--- config.mk ---
export PLATFORM = sky130hd
export DESIGN_NAME = fletcher32_checksum_flat
export DESIGN_NICKNAME = d
export VERILOG_FILES = /design/src/rtl/fl32ck_pkg.sv /design/src/rtl/fl32ck_ifs.sv /design/src/rtl/fletcher32_checksum.sv /design/src/flat_wrapper.sv
export SDC_FILE = /design/constraint.sdc
export NUM_CORES = 1
export LEC_CHECK = 0
export BUFFER_PORTS_ARGS = -buffer_cell sky130_fd_sc_hd__buf_4
export CORE_MARGIN = 5
export CORE_UTILIZATION = 26
export DETAILED_ROUTE_END_ITERATION = 8
export GPL_TIMING_DRIVEN = 0
export PLACE_DENSITY = 0.45
export SYNTH_ARGS = -nofsm -noshare
export SYNTH_HDL_FRONTEND = slang
export SYNTH_SLANG_ARGS = --single-unit
--- constraint.sdc ---
create_clock -name clk -period 8.41 [get_ports clk]
set_clock_uncertainty 0.2 [all_clocks]
set_input_delay 1.682 -clock clk [delete_from_list [all_inputs] [get_ports clk]]
set_output_delay 1.682 -clock clk [all_outputs]
set_load 0.02 [all_outputs]
--- src/rtl/fl32ck_pkg.sv ---
package fl32ck_pkg;

  typedef logic [15:0] word_t;
  typedef logic [31:0] checksum_t;
  typedef logic [23:0] sum_first_t;
  typedef logic [31:0] sum_second_t;
  typedef logic [16:0] fold_t;
  typedef logic [7:0]  count_t;

  localparam sum_first_t  FirstRearm  = 24'h00ffff;
  localparam sum_second_t SecondRearm = 32'h0000ffff;

  // end-around carry fold of the first sum
  function automatic fold_t fold_first(input sum_first_t s);
    fold_t lo;
    fold_t hi;
    lo = {1'b0, s[15:0]};
    hi = {9'b0, s[23:16]};
    return lo + hi;
  endfunction

  // end-around carry fold of the second sum
  function automatic fold_t fold_second(input sum_second_t s);
    fold_t lo;
    fold_t hi;
    lo = {1'b0, s[15:0]};
    hi = {1'b0, s[31:16]};
    return lo + hi;
  endfunction

  // second fold of an already folded sum, low half kept
  function automatic word_t fold_final(input fold_t s);
    return s[15:0] + {15'b0, s[16]};
  endfunction

endpackage

--- src/rtl/fl32ck_ifs.sv ---
interface fl32ck_in_if import fl32ck_pkg::*; ();
  logic  valid;
  logic  ready;
  word_t word;
  logic  last;

  modport source (output valid, output word, output last, input ready);
  modport sink (input valid, input word, input last, output ready);
endinterface

interface fl32ck_out_if import fl32ck_pkg::*; ();
  logic      valid;
  logic      ready;
  checksum_t checksum;

  modport source (output valid, output checksum, input ready);
  modport sink (input valid, input checksum, output ready);
endinterface

--- src/rtl/fletcher32_checksum.sv ---
// a last word goes from the input stage via the fold stage to the result stage
// throughput: one word per cycle, back to back, stalling only while a last word waits
//   behind full fold and result stages and out_ch.ready is low
// the running sums update in the second stage; the final fold sits in the third
// reset (synchronous, rst_n low) empties all stages and re-arms both sums to 0xffff
module fletcher32_checksum import fl32ck_pkg::*; #(
  parameter int BLOCK_WORDS = 180
) (
  input logic              clk,
  input logic              rst_n,
  fl32ck_in_if.sink        in_ch,
  fl32ck_out_if.source     out_ch
);

  localparam count_t BlockWordsC = count_t'(BLOCK_WORDS);

  // input stage
  logic        v1_r;
  word_t       word1_r;
  logic        last1_r;

  // running state
  sum_first_t  f_r;
  sum_second_t s_r;
  count_t      cnt_r;

  // once-folded sums of a finished message
  logic        v2_r;
  fold_t       ff_r;
  fold_t       sf_r;

  // result stage
  logic        ov_r;
  checksum_t   ck_r;

  logic        ready_o;
  logic        ready2;
  logic        ready1;
  logic        mv1;
  logic        mv2;

  sum_first_t  f_add;
  sum_second_t s_add;
  count_t      cnt_inc;
  logic        blk_end;
  fold_t       f_fold;
  fold_t       s_fold;

  assign ready_o = !ov_r || out_ch.ready;
  assign ready2  = !v2_r || ready_o;
  assign mv1     = v1_r && (!last1_r || ready2);
  assign ready1  = !v1_r || mv1;
  assign mv2     = v2_r && ready_o;

  assign in_ch.ready     = ready1;
  assign out_ch.valid    = ov_r;
  assign out_ch.checksum = ck_r;

  assign f_add   = f_r + {8'b0, word1_r};
  assign s_add   = s_r + {8'b0, f_add};
  assign cnt_inc = cnt_r + 8'd1;
  assign blk_end = cnt_inc >= BlockWordsC;
  assign f_fold  = fold_first(f_add);
  assign s_fold  = fold_second(s_add);

  always_ff @(posedge clk) begin
    if (!rst_n) begin
      v1_r  <= 1'b0;
      v2_r  <= 1'b0;
      ov_r  <= 1'b0;
      f_r   <= FirstRearm;
      s_r   <= SecondRearm;
      cnt_r <= '0;
    end else begin
      if (ready1) begin
        v1_r <= in_ch.valid;
      end
      if (mv1) begin
        if (last1_r) begin
          f_r   <= FirstRearm;
          s_r   <= SecondRearm;
          cnt_r <= '0;
        end else if (blk_end) begin
          f_r   <= {7'b0, f_fold};
          s_r   <= {15'b0, s_fold};
          cnt_r <= '0;
        end else begin
          f_r   <= f_add;
          s_r   <= s_add;
          cnt_r <= cnt_inc;
        end
      end
      if (ready2) begin
        v2_r <= mv1 && last1_r;
      end
      if (ready_o) begin
        ov_r <= v2_r;
      end
    end
  end

  // payload registers
  always_ff @(posedge clk) begin
    if (in_ch.valid && ready1) begin
      word1_r <= in_ch.word;
      last1_r <= in_ch.last;
    end
    if (mv1 && last1_r) begin
      ff_r <= f_fold;
      sf_r <= s_fold;
    end
    if (mv2) begin
      ck_r <= {fold_final(sf_r), fold_final(ff_r)};
    end
  end

  a_cnt_below_block: assert property (@(posedge clk) disable iff (!rst_n)
    cnt_r < BlockWordsC)
    else $error("block word count reached block size");

  a_last_to_fold: assert property (@(posedge clk) disable iff (!rst_n)
    (mv1 && last1_r) |=> v2_r)
    else $error("last word did not reach fold stage");

  a_rearm: assert property (@(posedge clk) disable iff (!rst_n)
    (mv1 && last1_r) |=> (f_r == FirstRearm && s_r == SecondRearm && cnt_r == '0))
    else $error("sums not re-armed after last word");

  a_out_source: assert property (@(posedge clk) disable iff (!rst_n)
    $rose(ov_r) |-> $past(v2_r))
    else $error("result appeared without a folded message");

endmodule

--- src/flat_wrapper.sv ---
// flat-port wrapper written by rule: the top's interface ports become plain ports
module fletcher32_checksum_flat import fl32ck_pkg::*;
#(
  parameter int BLOCK_WORDS = 180
)
  (clk, rst_n, in_ch_valid, in_ch_word, in_ch_last, in_ch_ready, out_ch_valid, out_ch_checksum, out_ch_ready);
  fl32ck_in_if in_ch_i ();
  fl32ck_out_if out_ch_i ();
  input logic clk;
  input logic rst_n;
  input wire logic [$bits(in_ch_i.valid)-1:0] in_ch_valid;
  input wire logic [$bits(in_ch_i.word)-1:0] in_ch_word;
  input wire logic [$bits(in_ch_i.last)-1:0] in_ch_last;
  output wire logic [$bits(in_ch_i.ready)-1:0] in_ch_ready;
  output wire logic [$bits(out_ch_i.valid)-1:0] out_ch_valid;
  output wire logic [$bits(out_ch_i.checksum)-1:0] out_ch_checksum;
  input wire logic [$bits(out_ch_i.ready)-1:0] out_ch_ready;
  assign in_ch_i.valid = in_ch_valid;
  assign in_ch_i.word = in_ch_word;
  assign in_ch_i.last = in_ch_last;
  assign in_ch_ready = in_ch_i.ready;
  assign out_ch_valid = out_ch_i.valid;
  assign out_ch_checksum = out_ch_i.checksum;
  assign out_ch_i.ready = out_ch_ready;
  fletcher32_checksum #(.BLOCK_WORDS(BLOCK_WORDS)) u_core (.clk(clk), .rst_n(rst_n), .in_ch(in_ch_i), .out_ch(out_ch_i));
endmodule
# Word-level counts from Yosys, hierarchy flattened
# Index checks and enable logic that the tools add are counted.
dict set report classes {
  add_sub_neg 7
  n_mul 0
  div 0
  order_cmp 1
  eq_ne 0
  shifts 0
  muxes 6
  n_bitwise 0
  reduce_logical 12
}
# op count
set ops {}
lappend ops {{two-way mux 32 bit} 2}
lappend ops {{two-way mux 24 bit} 2}
lappend ops {{adder 16 x 1 -> 16 bit} 2}
lappend ops {{adder 32 x 24 -> 32 bit} 1}
lappend ops {{adder 24 x 16 -> 24 bit} 1}
lappend ops {{adder 16 x 16 -> 17 bit} 1}
lappend ops {{adder 16 x 8 -> 17 bit} 1}
lappend ops {{two-way mux 8 bit} 2}
lappend ops {{adder 8 x 1 -> 8 bit, second input constant} 1}
lappend ops {{>= comparator 8 bit, second input constant} 1}
lappend ops {{logical AND 1 bit} 4}
lappend ops {{zero test 1 bit} 4}
lappend ops {{logical OR 1 bit} 4}
dict set report totals {
  ff_bits 150
  latchBits 0
  mem_bits_rw 0
  mem_bits_ro 0
  in_bits 21
  out_inout_bits 34
  wordCells 37
  mem_count 0
}

# Depth between registers and ports, before layout
# Gate-level depths: netlist of run 1.
dict set report logic_depth {
  word_depth 7
  ltp_mapped 30
}

# Worst setup path before layout of run 1
# No wires, ideal clock.
dict set report synth_path {
  path_type {register to register}
  startpoint {register u_core.f_r[0]}
  endpoint {register u_core.s_r[13]}
  setup_ps 117
  arrival_ps 5928
  setup_slack_ps 2165
  path_stages_with_launch 31
  synth_period_minus_slack_ps 6245
  path_cell_list {dfxtp_1 -> ha_1 -> inv_1 -> fa_1 -> nor2b_1 -> o31a_1 -> o221ai_2 -> a21oi_2 -> a311o_1 -> a31o_1 -> buf_2 -> nand3_1 -> xnor2_1 -> ha_1 -> and2_1 -> nand2_1 -> nor2_1 -> a21oi_1 -> a31oi_1 -> or3_1 -> and2_1 -> ha_1 -> a21o_1 -> a21o_1 -> o31ai_1 -> o311ai_1 -> a2111oi_0 -> or3_1 -> xnor2_1 -> mux2_2 -> o22a_1}
}
dict set report synth_via {
  elab_chain_cells 5
}
# item line_no
set synth_rtl {}
lappend synth_rtl {{start, declared} fletcher32_checksum.sv:23} ;# sum_first_t f_r;
lappend synth_rtl {{start signal, assigned} fletcher32_checksum.sv:71} ;# f_r <= FirstRearm;
lappend synth_rtl {{start signal, assigned} fletcher32_checksum.sv:80} ;# f_r <= FirstRearm;
lappend synth_rtl {{start signal, assigned} fletcher32_checksum.sv:84} ;# f_r <= {7'b0, f_fold};
lappend synth_rtl {{adder 24 x 16 -> 24 bit} fletcher32_checksum.sv:59} ;# assign f_add = f_r + {8'b0, word1_r};
lappend synth_rtl {{adder 32 x 24 -> 32 bit} fletcher32_checksum.sv:60} ;# assign s_add = s_r + {8'b0, f_add};
lappend synth_rtl {{adder 16 x 16 -> 17 bit} fl32ck_pkg.sv:28} ;# return lo + hi;
lappend synth_rtl {{named net u_core.s_fold[13]} fletcher32_checksum.sv:47} ;# fold_t s_fold;
lappend synth_rtl {{two-way mux 32 bit} fletcher32_checksum.sv:83} ;# end else if (blk_end) begin
lappend synth_rtl {{two-way mux 32 bit} fletcher32_checksum.sv:79} ;# if (last1_r) begin
lappend synth_rtl {{end signal, assigned} fletcher32_checksum.sv:72} ;# s_r <= SecondRearm;
lappend synth_rtl {{end signal, assigned} fletcher32_checksum.sv:81} ;# s_r <= SecondRearm;
lappend synth_rtl {{end signal, assigned} fletcher32_checksum.sv:85} ;# s_r <= {15'b0, s_fold};
lappend synth_rtl {{end, declared} fletcher32_checksum.sv:24} ;# sum_second_t s_r;
# The timed path passes the listed nets, and every way through them passes these cells.
# A chain may end at the register's enable or synchronous reset.

# Worst setup path in the final report of run 1
dict set report layout_path {
  startpoint {register u_core.word1_r[0]}
  endpoint {register u_core.s_r[13]}
}
dict set report layout_via {
  elab_chain_cells 5
}
# item line_no
set layout_rtl {}
lappend layout_rtl {{start, declared} fletcher32_checksum.sv:19} ;# word_t word1_r;
lappend layout_rtl {{start signal, assigned} fletcher32_checksum.sv:105} ;# word1_r <= in_ch.word;
lappend layout_rtl {{adder 24 x 16 -> 24 bit} fletcher32_checksum.sv:59}
lappend layout_rtl {{adder 32 x 24 -> 32 bit} fletcher32_checksum.sv:60}
lappend layout_rtl {{adder 16 x 16 -> 17 bit} fl32ck_pkg.sv:28}
lappend layout_rtl {{named net u_core.s_fold[13]} fletcher32_checksum.sv:47}
lappend layout_rtl {{two-way mux 32 bit} fletcher32_checksum.sv:83}
lappend layout_rtl {{two-way mux 32 bit} fletcher32_checksum.sv:79}
# The timed path passes the listed nets, and every way through them passes these cells.

==> reports/metrics.cfg, run 1 <==
[power]
intPower_w = 0.00174
power.share.sequential = 0.324
p_sw_w = 0.00103
leakage_nw = 4.17
vdd_ir_drop_max_mv = 0.165
power_density_nw_per_um2 = 250
clkPwrFrac = 0.292
p_total_w = 0.00276
pwr-share-comb = 0.384
swShare = 0.372

[finish]
final_core_util = 0.310
fin_nets = 1153
syn2layout_area_growth_pct = 17.3
n_antenna_cell = 0
fillers = 3706
final_area_um2 = 11000
drive_above_1_share = 0.110
final_cells = 1531

[placed_design]
place_area_um2 = 10400
gp_congestion = 0.850
dp.final_hpwl_mm = 20.1
dpl.cell_count = 1499
port_buffers = 53

[die]
core_area_um2 = 35700
fp.dieH_um = 200
dieArea_um2 = 40100
die_width_um = 200
rows = 69
ios = 55
initial_utilization = 0.264

[setup_path]
critPathKind = reg -> reg
cp_slowest_cell = o21ai_1
crit_fanout = 10
cp-end-kind = flip-flop
slowest_delay_ns = 0.76
crit_arrival_ns = 7.90
worstSetupStartpointType = flip-flop
required_ns = 8.55

[timing]
period_minus_slack_ns = 7.76
finalSetupTns_ns = 0
worstMarginPinSlew_ns = 0.957
setup_viol = 0
final_hold_viol_count = 0
rsz0062_at_grt = no
fmax_ghz = 0.129
slew_headroom = 0.360
slew_viol_final = 0
fin_crit_sh = 0.923

[global_routing]
track_usage = 0.128
met2_usage = 0.211
antenna_found_initial = 0
grt_use_met3 = 0.0259
top_usage_layer = met2
grt_max_degree = 36
grt_overflow = 0
met1_usage = 0.173
grt_pass1_vias = 7308
grt_pass1_wl_mm = 40.4

[cts]
clkSinkCount = 150
clock-root-buffer = clkbuf_16
cts_setup_buffers = 0
clkTransAtPathRegs_ns = 0.07
tritoncts = done
cts_resized = 0
cts_made_buffers = 17
hold_buffers = 0
clock_latency_ns = 0.44
ctsHtreeMaxLevel = 4
clock_path_buffers = 2

[detailed_routing]
finalWirelength_mm = 25.8
viasPerCell = 4.73
antenna_left = 0
drtIter0Drc = 455
drc = 0
route.vias.total = 7244
firstDrtPassIters = 5
wl_per_cell_um = 16.9

[synthesis]
syn_area_um2 = 9410
synth.net_count = 1079
synth-seq-cells = 150
synth_async_sr_flop_share = 0
syn_inst = 983
synth_edf_count = 83
synth-main-ff-cell = edfxtp_1
ys_seq_area_frac = 0.407
postSynthAreaPerCell_um2 = 9.58
ys_types = 75
ys.warnings.count = 0

[flow_run]
cap_violations = 0

[hold_path]
hold_path.class = reg -> reg

[outcome]
outcome = complete, no violations

-- worst paths after layout --
kind	from	endpoint	slack [ns]	cells past startpoint
min reg2reg	u_core.s_r[16]	u_core.s_r[16]	0.28	2
min	u_core.s_r[16]	u_core.s_r[16]	0.28	2
max reg2reg	u_core.word1_r[0]	u_core.s_r[13]	0.65	28
max	u_core.word1_r[0]	u_core.s_r[13]	0.65	28
-- metal layers --
metal  vias to the layer above  routed length, um  part of all wire
met5                         -                  0                 0
met4                         0                336             0.013
met3                        18                714             0.028
met2                        87              12100              0.47
met1                      3408              12700              0.49
li1                       3731                  -                 -
-- cell usage in the layout, fill, tap and decap left out, types with 7 or more instances in the layout --
cell | Yosys | routed
and2_1 | 9 | 9
inv_1 | 39 | 39
xor2_1 | 27 | 27
a31oi_1 | 10 | 9
clkbuf_1 | 23 | 24
nand2_1 | 85 | 85
nor2_1 | 85 | 85
or3_1 | 7 | 7
buf_4 | 1 | 54
nor3_1 | 13 | 13
and3_1 | 16 | 15
dfxtp_1 | 67 | 67
o22ai_1 | 13 | 13
a21oi_1 | 76 | 76
o21a_1 | 12 | 12
nand3_1 | 32 | 32
o21bai_1 | 8 | 8
xnor2_1 | 79 | 79
buf_2 | 7 | 7
a21o_1 | 25 | 25
o21ai_1 | 17 | 17
nand2b_1 | 11 | 11
clkbuf_16 | 0 | 17
edfxtp_1 | 83 | 83
nand4_1 | 14 | 14
ha_1 | 71 | 71
o21ai_0 | 29 | 29
mux2i_1 | 14 | 14
nor2b_1 | 13 | 12
-- synthesized netlist by cell type, types with 5 or more instances --
| master | number | share of area |
|---|---|---|
| a211oi_1 | 6 | 0.0048 |
| a21o_1 | 25 | 0.020 |
| a21oi_1 | 76 | 0.040 |
| a22o_1 | 6 | 0.0056 |
| a31oi_1 | 10 | 0.0066 |
| and2_1 | 9 | 0.0060 |
| and3_1 | 16 | 0.011 |
| buf_2 | 7 | 0.0037 |
| clkbuf_1 | 23 | 0.0092 |
| dfxtp_1 | 67 | 0.14 |
| edfxtp_1 | 83 | 0.26 |
| ha_1 | 71 | 0.094 |
| inv_1 | 39 | 0.016 |
| mux2i_1 | 14 | 0.015 |
| nand2_1 | 85 | 0.034 |
| nand2b_1 | 11 | 0.0073 |
| nand3_1 | 32 | 0.017 |
| nand4_1 | 14 | 0.0093 |
| nor2_1 | 85 | 0.034 |
| nor2b_1 | 13 | 0.0086 |
| nor3_1 | 13 | 0.0069 |
| o211ai_1 | 5 | 0.0040 |
| o21a_1 | 12 | 0.0096 |
| o21ai_0 | 29 | 0.015 |
| o21ai_1 | 17 | 0.0090 |
| o21bai_1 | 8 | 0.0064 |
| o22ai_1 | 13 | 0.0086 |
| o31ai_1 | 5 | 0.0040 |
| or3_1 | 7 | 0.0047 |
| xnor2_1 | 79 | 0.074 |
| xor2_1 | 27 | 0.025 |
-- through the flow --
| stage | worst slack [ns] | hold slack, ns |
|---|---|---|
| floorplan | 2.16 | 0.232 |
| global placement | 0.710 | 0.244 |
| detailed placement | 0.645 | 0.256 |
| CTS | 0.592 | 0.271 |
| global route | 0.116 | 0.298 |
| finish | 0.649 | 0.276 |
-- critical path: cells and delay by family (launching register included) --
family                     cells  cell delay (ns)
AOI/OAI and AO/OA             10             2.91
and+or+nand+nor                8             1.49
adders and majority gates      4             1.27
xor gates and xnor gates       3             0.84
DFF                            1             0.37
muxes                          1             0.30
buffers and inverters          2             0.28
-- cell type report --
cell class | count | area (um2) | area share
Sequential cell | 150 | 3830 | 0.347
Clock buffer | 18 | 429 | 0.0389
Tap cell | 461 | 577 | 0.0522
Inverter | 39 | 146 | 0.0133
Timing Repair Buffer | 55 | 437 | 0.0395
Multi-Input combinational cell | 763 | 5320 | 0.482
Buffer | 31 | 129 | 0.0117
Clock inverter | 14 | 175 | 0.0159
-- state kept, by name, indices dropped and copies added, names as in the netlist, 8 cells and up --
| register | flops |
|---|---|
| u_core.cnt_r | 8 |
| u_core.f_r | 24 |
| u_core.ff_r | 17 |
| u_core.out_ch.checksum | 32 |
| u_core.s_r | 32 |
| u_core.sf_r | 17 |
| u_core.word1_r | 16 |
-- power groups by stage --
stage | registers [W] | clock network, W | logic (W)
5_1_grt | 0.000902 | 0.000857 | 0.00117
4_1_cts | 0.000896 | 0.000827 | 0.00107
2_1_floorplan | 0.000908 | 0 | 0.000740
6_report | 0.000895 | 0.000807 | 0.00106
3_3_place_gp | 0.000911 | 0 | 0.00105
3_5_place_dp | 0.000912 | 0 | 0.00106
-- cells by family (layout without fill, tap and decap cells) --
logic type,Yosys count,after routing,share of synthesized area
AO/OA/AOI/OAI,256,256,0.181
XOR/XNOR,109,109,0.104
adder cells (fa/ha/maj),75,75,0.103
buffers and inverters,70,157,0.0292
flip-flops,150,150,0.407
multiplexers,21,21,0.0233
AND/OR/NAND/NOR,302,302,0.153
Note: power is estimated with default switching activity, not from simulation.
==> run 2, diff against run 1 <==
--- a/config.mk
+++ b/config.mk
@@ -11,6 +11,7 @@
 export DETAILED_ROUTE_END_ITERATION = 8
 export GPL_TIMING_DRIVEN = 0
 export PLACE_DENSITY = 0.45
+export RECOVER_POWER = 25
 export SYNTH_ARGS = -nofsm -noshare
 export SYNTH_HDL_FRONTEND = slang
 export SYNTH_SLANG_ARGS = --single-unit
==> run 2 against run 1 <==
The run now ends with max-capacitance violations, max-slew violations left. Die area is the same. Global-route usage is the same. Cell count is the same. Sequential share of layout area is essentially flat. Critical endpoint unchanged. Largest power group unchanged.
==> reports/metrics.cfg, run 2 (synthesis results as in run 1) <==
[timing]
slew_headroom = -0.154  ; -0.514
period_minus_slack_ns = 7.79  ; +0.0312 ns
worstMarginPinSlew_ns = 1.73  ; +0.771 ns
rsz0062_at_grt = no
setup_viol = 0  ; unchanged
final_hold_viol_count = 0  ; unchanged
fmax_ghz = 0.128  ; -0.40%
slew_viol_final = 17  ; +17
fin_crit_sh = 0.926  ; +0.00370
finalSetupTns_ns = 0  ; unchanged

[die]
die_width_um = 200  ; unchanged
rows = 69  ; unchanged
fp.dieH_um = 200  ; unchanged
core_area_um2 = 35700  ; unchanged
ios = 55  ; unchanged
dieArea_um2 = 40100  ; unchanged
initial_utilization = 0.264  ; unchanged

[power]
vdd_ir_drop_max_mv = 0.164  ; -0.31%
power.share.sequential = 0.324  ; about the same
power_density_nw_per_um2 = 250  ; about the same
pwr-share-comb = 0.383  ; about the same
swShare = 0.372  ; about the same
leakage_nw = 4.16  ; -0.24%
clkPwrFrac = 0.292  ; about the same
intPower_w = 0.00173  ; about the same
p_sw_w = 0.00103  ; -0.15%

[placed_design]
port_buffers = 53  ; unchanged
gp_congestion = 0.850  ; unchanged
dp.final_hpwl_mm = 20.1  ; unchanged

[outcome]
failed_checks = max-capacitance violations, max-slew violations
outcome = complete, but fails checks

[cts]
clock-root-buffer = clkbuf_16
clkSinkCount = 150  ; unchanged
clkTransAtPathRegs_ns = 0.07  ; about the same
hold_buffers = 0  ; unchanged
cts_setup_buffers = 0  ; unchanged
tritoncts = done
cts_resized = 0  ; unchanged
clock_path_buffers = 2  ; unchanged
cts_made_buffers = 17  ; unchanged
clock_latency_ns = 0.44  ; about the same
ctsHtreeMaxLevel = 4  ; unchanged

[finish]
mostFrequentLayoutCells = nand2_1 (85), nor2_1 (85), edfxtp_1 (83)
final_core_util = 0.309  ; -0.000316
drive_above_1_share = 0.108  ; -0.00187
syn2layout_area_growth_pct = 17.2
n_antenna_cell = 0  ; unchanged
fin_nets = 1153  ; unchanged

[setup_path]
crit_fanout = 10  ; unchanged
critPathKind = reg -> reg
worstSetupStartpointType = flip-flop
crit_arrival_ns = 7.93  ; +0.03 ns
cp-end-kind = flip-flop
required_ns = 8.55  ; about the same
rr_worst_depth = 28  ; unchanged
slowest_delay_ns = 0.77  ; about the same
cp_slowest_cell = o21ai_1

[global_routing]
track_usage = 0.128  ; unchanged
grt_pass1_wl_mm = 40.4  ; unchanged
grt_max_degree = 36  ; unchanged
grt_overflow = 0  ; unchanged
grt_pass1_vias = 7308  ; unchanged
antenna_found_initial = 0  ; unchanged

[flow_run]
cap_violations = 1  ; +1

[detailed_routing]
drc = 0  ; unchanged
route.vias.total = 7238  ; -0.083%
viasPerCell = 4.73  ; about the same
antenna_left = 0  ; unchanged
drtIter0Drc = 480  ; +5.5%
finalWirelength_mm = 25.8  ; -0.20%
wl_per_cell_um = 16.8  ; -0.20%
firstDrtPassIters = 4  ; -1

[hold_path]
hold_depth = 2  ; unchanged
hold_path.class = reg -> reg

[run 2: cell count changes in the layout (fill, tap and decap cells not counted), sizes merged]
cell / previous run / this run
clkbuf: 41 / 59
buf: 63 / 45
[run 2: stage by stage]
step | cells | hold WS, ns | instance area, um2 | total power [W] | worst slack [ns]
2_1_floorplan | 983 | 0.232 | 9410 | 0.00165 | 2.16
3_3_place_gp | 1497 | 0.244 | 10400 | 0.00196 | 0.710
3_5_place_dp | 1499 | 0.256 | 10400 | 0.00197 | 0.645
4_1_cts | 1531 | 0.271 | 11000 | 0.00279 | 0.592
5_1_grt | 1531 | 0.298 | 11000 | 0.00293 | 0.116
6_report | 1531 | 0.277 | 11000 | 0.00276 | 0.618
[run 2: final timing paths]
path | start | endpoint | slack, ns
max | u_core.word1_r[0] | u_core.s_r[13] | 0.62
min | u_core.s_r[16] | u_core.s_r[16] | 0.28
max reg2reg | u_core.word1_r[0] | u_core.s_r[13] | 0.62
min reg2reg | u_core.s_r[16] | u_core.s_r[16] | 0.28
[run 2: final cells by class]
type,count,area (um2)
multi-input cells,763,5310
well taps,461,577
fillers,3710,24600
flip-flops and latches,150,3830
repair buffers,55,433
inverters,39,146
clock inverters,14,175
clock buffers,18,429
plain buffers,31,129
[run 2: power by group through the flow]
| stage | clock network [W] | registers, W | logic [W] |
|---|---|---|---|
| floorplan | 0 | 0.000908 | 0.000740 |
| finish | 0.000807 | 0.000895 | 0.00106 |
| global placement | 0 | 0.000911 | 0.00105 |
| detailed placement | 0 | 0.000912 | 0.00106 |
| global route | 0.000857 | 0.000902 | 0.00117 |
| CTS | 0.000827 | 0.000896 | 0.00107 |
[run 2: per-layer routing]
layer,global-route usage,part of all wire
met4,0.0310,0.013
met2,0.211,0.47
met5,0,0
met1,0.173,0.49
met3,0.0259,0.033
[run 2: worst max-delay path: cells and delay by family (launching register included)]
kind,cells,cell delay [ns]
multiplexers,1,0.30
AO/OA/AOI/OAI,10,2.93
flip-flops,1,0.37
XOR/XNOR,3,0.84
buffers and inverters,2,0.27
AND/OR/NAND/NOR,8,1.50
adder cells (fa/ha/maj),4,1.27
==> run 3, diff against run 2 <==
--- a/config.mk
+++ b/config.mk
@@ -5,6 +5,7 @@
 export SDC_FILE = /design/constraint.sdc
 export NUM_CORES = 1
 export LEC_CHECK = 0
+export ABC_AREA = 1
 export BUFFER_PORTS_ARGS = -buffer_cell sky130_fd_sc_hd__buf_4
 export CORE_MARGIN = 5
 export CORE_UTILIZATION = 26
==> run 3 against run 2 <==
The run still ends with max-capacitance violations, max-slew violations left. Non-clock buffer count decreased by 3. Sequential share of layout area is 2.5 points lower. Flip-flop and latch count unchanged. Wire length is 14% higher. Cell count is 24% higher. Clock power is 0.6% higher.
==> reports/metrics.cfg, run 3 <==
[outcome]
outcome = complete, but fails checks
failed_checks = max-capacitance violations, max-slew violations

[synthesis]
synth_most_common_cell = nand2_1
postSynthAreaPerCell_um2 = 7.85  ; -18%
synth-main-ff-cell = edfxtp_1
syn_inst = 1298  ; +32%
yosysTopAreaCell = edfxtp_1
synth-seq-cells = 150  ; unchanged
ys_seq_area_frac = 0.376  ; -0.0310
ys_top_cells_by_count = nand2_1 (345), inv_1 (136), a21oi_1 (103), nand3_1 (86), nor2_1 (85)
ys_types = 53  ; -29%
synth.net_count = 1394  ; +29%
yosys.area.top_type_share = 0.245  ; -0.0201
synth_async_sr_flop_share = 0  ; unchanged
ys.warnings.count = 0  ; unchanged
synth_edf_count = 83  ; unchanged
yosys-top-cells-area = edfxtp_1 (24%), dfxtp_1 (13%), nand2_1 (13%)
syn_area_um2 = 10200  ; +8.2%

[setup_path]
critPathKind = reg -> reg
slowest_delay_ns = 0.56  ; -0.21 ns
crit_fanout = 5  ; -5
cp-end-kind = flip-flop
cp_slowest_cell = o21ai_0
required_ns = 8.59  ; +0.04 ns
worstSetupStartpointType = flip-flop
cpMostUsedCell = nand2_1
crit_arrival_ns = 6.78  ; -1.15 ns

[power]
intPower_w = 0.00159  ; -8.0%
leakage_nw = 5.01  ; +21%
power.share.sequential = 0.347  ; +0.023
power_density_nw_per_um2 = 210  ; -16%
clkPwrFrac = 0.326  ; +0.034
swShare = 0.359  ; -0.0123
vdd_ir_drop_max_mv = 0.147  ; -10%
p_sw_w = 0.000895  ; -13%
pwr-share-comb = 0.327  ; -0.056

[die]
fp.dieH_um = 208  ; +3.8%
core_area_um2 = 38700  ; +8.6%
die_width_um = 208  ; +3.8%
dieArea_um2 = 43200  ; +7.8%
rows = 72  ; +4.3%
initial_utilization = 0.263  ; -0.00101
ios = 55  ; unchanged

[placed_design]
port_buffers = 54  ; +1.9%
dpl.cell_count = 1872  ; +25%
dp_slack_ns = 1.83  ; +1.18 ns
dp.final_hpwl_mm = 23.8  ; +18%
gp_congestion = 0.905  ; +6.4%
place_area_um2 = 11300  ; +8.1%

[timing]
worstMarginPinSlew_ns = 1.97  ; +0.245 ns
holdWs_ns = 0.277  ; -0.000408 ns
final_hold_viol_count = 0  ; unchanged
fin_crit_sh = 0.784  ; -0.142
setup_ws_ns = 1.81  ; +1.19 ns
period_minus_slack_ns = 6.60  ; -1.19 ns
slew_headroom = -0.315  ; -0.161
setup_viol = 0  ; unchanged
finalSetupTns_ns = 0  ; unchanged
slew_viol_final = 33  ; +16
rsz0062_at_grt = no
fmax_ghz = 0.152  ; +18%

[cts]
cts_setup_buffers = 0  ; unchanged
tritoncts = done
clock-root-buffer = clkbuf_16
clkTransAtPathRegs_ns = 0.07  ; about the same
clkSinkCount = 150  ; unchanged
ctsHtreeMaxLevel = 4  ; unchanged
cts_resized = 0  ; unchanged
cts_made_buffers = 17  ; unchanged
hold_buffers = 0  ; unchanged
clock_latency_ns = 0.44  ; about the same
clock_path_buffers = 2  ; unchanged

[detailed_routing]
drtIter0Drc = 510  ; +6.3%
viasPerCell = 4.43  ; -6.2%
wl_met3_mm = 1.03  ; +21%
drc = 0  ; unchanged
route.vias.total = 8442  ; +17%
top_layer = met4
drt-met1-wl_mm = 14.5  ; +16%
firstDrtPassIters = 5  ; +1
antenna_left = 0  ; unchanged
wl_per_cell_um = 15.4  ; -8.6%
wl_met2_mm = 13.4  ; +11%
finalWirelength_mm = 29.3  ; +14%

[global_routing]
grt_overflow = 0  ; unchanged
antenna_found_initial = 1  ; +1
track_usage = 0.136  ; +0.00875
grt_pass1_vias = 8296  ; +14%
grt_pass1_wl_mm = 46.6  ; +15%
grt_max_degree = 36  ; unchanged

[finish]
drive_above_1_share = 0.128  ; +0.0193
mostFrequentLayoutCells = nand2_1 (345), inv_1 (135), a21oi_1 (103)
final_area_um2 = 11900  ; +7.7%
fin_nets = 1469  ; +27%
final_cells = 1904  ; +24%
syn2layout_area_growth_pct = 16.6
n_antenna_cell = 0  ; unchanged
final_common_cell = nand2_1
fillers = 4207  ; +13%

[flow_run]
cap_violations = 1  ; unchanged

[hold_path]
hold_path.class = reg -> reg

run 3: changes by cell type after synthesis, sizes merged, moves of 14 or more:
| cell | before | now |
|---|---|---|
| mux2i | 14 | 0 |
| nand2 | 85 | 371 |
| xor2 | 29 | 70 |
| a21oi | 77 | 108 |
| inv | 39 | 146 |
| and3 | 17 | 0 |
| a21o | 25 | 4 |
| nand3 | 32 | 92 |
| xnor2 | 80 | 24 |
run 3: cell families after synthesis:
kind of cell | Yosys count | share of synthesized area
fa+ha+maj | 75 | 0.0951
xor+xnor | 94 | 0.0834
buf+inv | 173 | 0.0669
simple gates | 611 | 0.270
compound gates | 195 | 0.109
flops | 150 | 0.376
run 3: power groups by stage:
stage | Sequential (W) | Clock [W] | Combinational (W)
CTS | 0.000864 | 0.000835 | 0.000822
finish | 0.000864 | 0.000812 | 0.000815
floorplan | 0.000878 | 0 | 0.000593
global placement | 0.000880 | 0 | 0.000813
global route | 0.000868 | 0.000865 | 0.000924
detailed placement | 0.000880 | 0 | 0.000818
run 3: per-layer routing:
metal  GRT usage  vias up
li1            -     4440
met1       0.187     3841
met2       0.224      144
met3      0.0220       17
met4      0.0365        0
met5           0        -
run 3: final cells by class:
type                       count  area, um2  share of cell area
buffer                        27        134              0.0113
inverter                     146        548              0.0461
clock buffer                  21        482              0.0405
timing repair buffer          56        424              0.0357
multi-input combinational    975       5680               0.478
clock inverter                11        136              0.0115
sequential                   150       3830               0.323
tap                          518        648              0.0545
run 3: critical path: cells and delay by family, from the launching register on:
family                   cells  cell delay (ns)
AO/OA/AOI/OAI                8             2.07
XOR/XNOR                     2             0.73
adder cells (fa/ha/maj)      4             1.52
buffers and inverters        5             0.48
flip-flops                   1             0.41
AND/OR/NAND/NOR             10             1.10
run 3: worst paths after layout:
check                    to  cells past startpoint  slack, ns              start
max          u_core.s_r[16]                     29       1.81  u_core.word1_r[0]
min          u_core.s_r[20]                      2       0.28     u_core.s_r[20]
max reg2reg  u_core.s_r[16]                     29       1.81  u_core.word1_r[0]
min reg2reg  u_core.s_r[20]                      2       0.28     u_core.s_r[20]
run 3: stage by stage:
stage	power [W]	util
after detailed placement	0.00170	0.291
after global placement	0.00169	0.290
after global routing	0.00266	0.307
final	0.00249	0.307
after CTS	0.00252	0.307
after floorplan	0.00147	-
